## src/hw/rtl/sfc_ram.sv

```systemverilog
// Generic single-port-write, single-port-read RAM with a registered read.
// No dependencies.
module sfc_ram #(
   parameter int WIDTH = 8,
   parameter int DEPTH = 256
) (
   input  logic                     clock,
   input  logic                     wr_en,
   input  logic [$clog2(DEPTH)-1:0] wr_addr,
   input  logic [WIDTH-1:0]         wr_data,
   input  logic [$clog2(DEPTH)-1:0] rd_addr,
   output logic [WIDTH-1:0]         rd_data
);

   logic [WIDTH-1:0] mem [DEPTH];

   always_ff @(posedge clock) begin
      if (wr_en) begin
         mem[wr_addr] <= wr_data;
      end
      rd_data <= mem[rd_addr];
   end

endmodule
```

## config.mk

```make
export PLATFORM = sky130hd
export DESIGN_NAME = sfc_ram
export DESIGN_NICKNAME = d
export VERILOG_FILES = /design/src/hw/rtl/sfc_ram.sv
export SDC_FILE = /design/constraint.sdc
export NUM_CORES = 2
export LEC_CHECK = 0
export ABC_CLOCK_PERIOD_IN_PS = 2400
export BUFFER_PORTS_ARGS = -buffer_cell sky130_fd_sc_hd__buf_2
export CORE_ASPECT_RATIO = 1.4
export CORE_MARGIN = 2
export CORE_UTILIZATION = 59
export CTS_BUF_LIST = sky130_fd_sc_hd__clkbuf_8
export DETAILED_ROUTE_END_ITERATION = 7
export PLACE_DENSITY = 0.78
export SYNTH_ARGS = -nofsm -noshare
export SYNTH_HDL_FRONTEND = slang
export SYNTH_SLANG_ARGS = --single-unit
```

## constraint.sdc

```tcl
create_clock -name clock -period 2.4 [get_ports clock]
set_input_delay 0.48 -clock clock [delete_from_list [all_inputs] [get_ports clock]]
set_output_delay 0.48 -clock clock [all_outputs]
set_load 0.02 [all_outputs]
```

== After elaboration in Yosys (flattened, before gate mapping) ==
Memories as Yosys holds them, arrays and structs flattened. A register that Yosys moved wholly into a read port is not among the register bits.
Index checks and enable logic that the tools add are counted.

* Register bits after elaboration: 0
* RAM bits: 2048
* Input bits: 26
* Output and inout bits: 8
* Memories: 1

* Muxes and demuxes: 2

{| class="wikitable"
|+ Memory list
! memory !! words !! width !! rd ports !! clocked after Yosys merged registers in !! wr ports !! RTL line !! RTL
|-
| mem || 256 || 8 || 1 || 1 || 1 || 15 || <nowiki>logic [WIDTH-1:0] mem [DEPTH];</nowiki>
|}

{| class="wikitable"
|+ Operators with widths
! operator !! number
|-
| $mux 1 || 2
|}

== Depth between registers and ports, before layout ==
* Word-level depth: 2
* Mapped depth: 11
* Mapped depth without buffers: 6

== Worst setup path after synthesis ==
OpenSTA, ideal clock, no wires.

* Path kind: input -> register
* From: in rd_addr[0]
* To: reg rd_data[2], read port of mem
* Setup time: 0.131 ns
* Arrival time: 2.287 ns
* Required time: 2.269 ns
* Path slack: -0.018 ns
* Cell stages on the path: 9
* Path buffers: 4
* Cells stage by stage: buf_6 > buf_12 > buf_8 > buf_2 > mux4_2 > a22oi_1 > a21oi_1 > nor4_1 > nor4_2

{| class="wikitable"
|+ RTL lines
! item !! RTL line !! RTL
|-
| from (decl) || 11 || <nowiki>input logic [$clog2(DEPTH)-1:0] rd_addr,</nowiki>
|-
| to (decl) || 12 || <nowiki>output logic [WIDTH-1:0] rd_data</nowiki>
|}

==> impl_metrics.tcl <==
set metrics [dict create \
    hpwl_after_detailed_placement_um 134000 \
    final-setup-viol-count 1 \
    final_layout_size_suffix_gt1_share_pct 33.4 \
    cts_max_level 5 \
    worst-endpoint-required_ns 3.25 \
    r2r.worst_path.cells 6 \
    cts_post_setup_buffers_inserted 0 \
    cts.root.buffer_cell "sky130_fd_sc_hd__clkbuf_8" \
    timing.final.crit_period_ns 2.42 \
    avgViaCountPerCell 6.55 \
    crit_family "compound AO/OA/AOI/OAI gates" \
    regToRegStartpoint "mem[170][7]" \
    final_design_area_excluding_fillers_um2 92400 \
    timing.critical_path.cells "mux4_2 -> o21ai_0 -> a2111oi_2 -> nor3_2 -> buf_4 -> nor4_1" \
    final.period_utilization_pct 101 \
    routed_wirelength_um 200000 \
    initial_antenna_violation_count 14 \
    port_buf_inserts 33 \
    crit_path_max_incr_delay_ns 0.52 \
    via_count_of_the_first_global_routing_pass 43400 \
    power.switching_mw 15.0 \
    critical-path-slowest-cell "sky130_fd_sc_hd__mux4_2" \
    synth_area_per_cell_um2 21.3 \
    synth_seq_cells 2056 \
    final_net_count 4565 \
    detailedPlace.worstSlack_ns -1.08 \
    most-common-layout-cells "2048 x sky130_fd_sc_hd__edfxtp_1, 623 x sky130_fd_sc_hd__buf_4, 454 x sky130_fd_sc_hd__mux4_2" \
    slew_headroom_pct 45.7 \
    setup_repair_after_global_routing_missed_its_margin "false" \
    met1Wirelength_um 65300 \
    ff_latch_area_um2 61700 \
    initial_utilization_pct 59.3 \
    layout.cells.most_common "sky130_fd_sc_hd__edfxtp_1" \
    grtUsageTotal_pct 29.3 \
    path_type_of_the_worst_setup_path "flop to flop" \
    pleak_nw 30.4 \
    core.rowCount 159 \
    multiInputGateArea_um2 16600 \
    top_fanout_value_on_the_critical_path 1 \
    dieHeight_um 438 \
    max-clock-path-buffers 4 \
    ys_warn_count 0 \
    finalWeightedCongestion 0.943 \
    worst_r2r_endpoint "rd_data[7]" \
    finalClockSkew_ns 0.0626 \
    final-instance-count-excl-fill 6509 \
    syn_to_final_growth_pct 16.1 \
    final_hold_fails 0 \
    status "finished with violations" \
    intPower_mw 53.8 \
    crit_cells 6 \
    critPathLaunch "mem[170][7]" \
    worstPathArrival_ns 3.27 \
    largest_net_degree_at_the_start_of_global_routing 87 \
    cts_bufs_inserted 293 \
    fmaxAchievable_mhz 413 \
    synth.yosys.seq_area_share_pct 77.5 \
    design.die.area_um2 138000 \
    dp_cells 6013 \
    seq_power_share_pct 57.6 \
    comb_power_share_pct 6.1 \
    met3RoutedLength_um 21200 \
    synth_cells 3733 \
    detailroute.wirelength.met2_um 101000 \
    ys_async_sr_fraction_pct 0 \
    mappedNetlistNets 3759 \
    netlist_area_um2 79600 \
    critical_path_buf_inv_count 1 \
    layout_setup_ws_ns -0.0209 \
    synth_enable_flop_cells 2048 \
    hold_wc_path_type "primary input to flop" \
    floorplan.io_pins 34 \
    ys_types 55 \
    maxUsedRoutingLayer "met5" \
    grt_pass1_wl_um 289000 \
    detailed_place.area_um2 87000 \
    die_span_x_um 314 \
    sw_frac_of_total_pct 21.8 \
    drt_iter0_markers 6283 \
    setup.reg_to_reg.worst_slack_ns -0.02 \
    num_vias 42700 \
    grt_overflow 0 \
    max_cap_viol_count 0 \
    crit_path_end_kind "flop" \
    final-max-slew-violation-count 0 \
    cp-start-kind "flop" \
    failed_checks "setup timing" \
    total_power_per_unit_cell_area_nw_per_um2 745 \
    finalCoreUtilization_pct 68.9 \
    clock-sinks 2056 \
    cts_tree "built" \
    clock_power_share_pct 36.3 \
    hold_depth 1 \
    clock_insertion_delay_worst_skew_ns 1.01 \
    coreArea_um2 134000 \
    wl_cell_um 30.7 \
    power.ir.vdd_worst_mv 0.582 \
    worst_pin_slew_ns 0.808 \
    drc_violations_left 0 \
    worstSetupEndpoint "rd_data[7]" \
    first_pass_iters 6 \
    n_fill_cell 7662 \
    clk_transition_reported_paths_ns 0.06 \
    final_antenna_net_count 0 \
    main_synth_ff_type "sky130_fd_sc_hd__edfxtp_1" \
]
## power groups by stage
| stage | Combinational (mW) | Clock [mW] | Sequential (mW) |
|---|---|---|---|
| after detailed placement | 4.09 | 0 | 40.4 |
| after CTS | 4.14 | 25.3 | 39.6 |
| after floorplan | 1.93 | 0 | 40.4 |
| after global placement | 4.00 | 0 | 40.4 |
| final | 4.18 | 25.0 | 39.7 |
| after global routing | 4.34 | 26.7 | 39.6 |
## cell usage after synthesis (all sizes together), types with 27 or more instances
| library cell | n | share of area (%) |
|---|---|---|
| edfxtp | 2048 | 77 |
| mux4 | 456 | 13 |
| nor2 | 282 | 1.3 |
| mux2i | 134 | 1.7 |
| a22oi | 133 | 1.3 |
| buf | 122 | 1.3 |
| clkbuf | 111 | 0.52 |
| a21oi | 96 | 0.60 |
| o221ai | 47 | 0.53 |
| nand3 | 34 | 0.21 |
| nand2 | 33 | 0.16 |
| nor2b | 31 | 0.24 |
| o22ai | 28 | 0.22 |
| nor4 | 27 | 0.24 |
## routing by layer
layer | global-route usage (%) | up-vias
li1 | - | 17300
met5 | 0 | -
met1 | 36.1 | 21900
met4 | 15.3 | 12
met3 | 6.32 | 621
met2 | 49.2 | 2880
## metrics by stage
stage	hold slack, ns	power, mW	setup TNS [ns]
after global routing	0.0559	70.6	0
after detailed placement	0.964	44.5	-7.00
after floorplan	0.579	42.3	0
final	0.0568	68.8	-0.0209
after global placement	0.965	44.4	-6.87
after CTS	0.0110	69.0	-0.00119
## timing repair
item / in CTS / in global routing
hold buffers: 3 / 0
pin swaps: 1 / 3
cloned: 0 / 0
endpoints found under the hold margin: 89 / 0
setup endpoints to repair: 6 / 5
gates resized for setup: 15 / 9
## cell type report
type,count,share of cell area (%)
inverter,2,0.00813
antenna,7,0.0190
tap,1771,2.40
sequential,2056,66.8
multi-input combinational,1442,18.0
clock inverter,189,1.13
clock buffer,298,4.44
timing repair buffer,744,7.25
## registers in the layout (all words and copies together) (netlist names)
| signal | count |
|---|---|
| mem | 2048 |
| rd_data | 8 |
## logic make-up (layout without fill, tap and decap cells)
group | Yosys count | count (layout) | share of synthesized area [%]
mux | 591 | 591 | 14.6
simple gates | 466 | 466 | 2.63
compound gates | 385 | 385 | 3.42
buf+inv | 235 | 1233 | 1.83
other cells | 0 | 7 | 0
flops | 2056 | 2056 | 77.5
## how the worst min path moves through the flow
| stage | slack, ns | to | startpoint |
|---|---|---|---|
| 3_3_place_gp | 0.96 | rd_data[6] | rd_data[6] |
| 5_1_grt | 0.06 | mem[103][7] | wr_data[7] |
| 3_5_place_dp | 0.96 | rd_data[6] | rd_data[6] |
| 2_1_floorplan | 0.58 | mem[0][0] | wr_data[0] |
| 6_report | 0.06 | mem[103][7] | wr_data[7] |
| 4_1_cts | 0.01 | mem[162][1] | wr_data[1] |
Power figures use the tool's default switching activity.
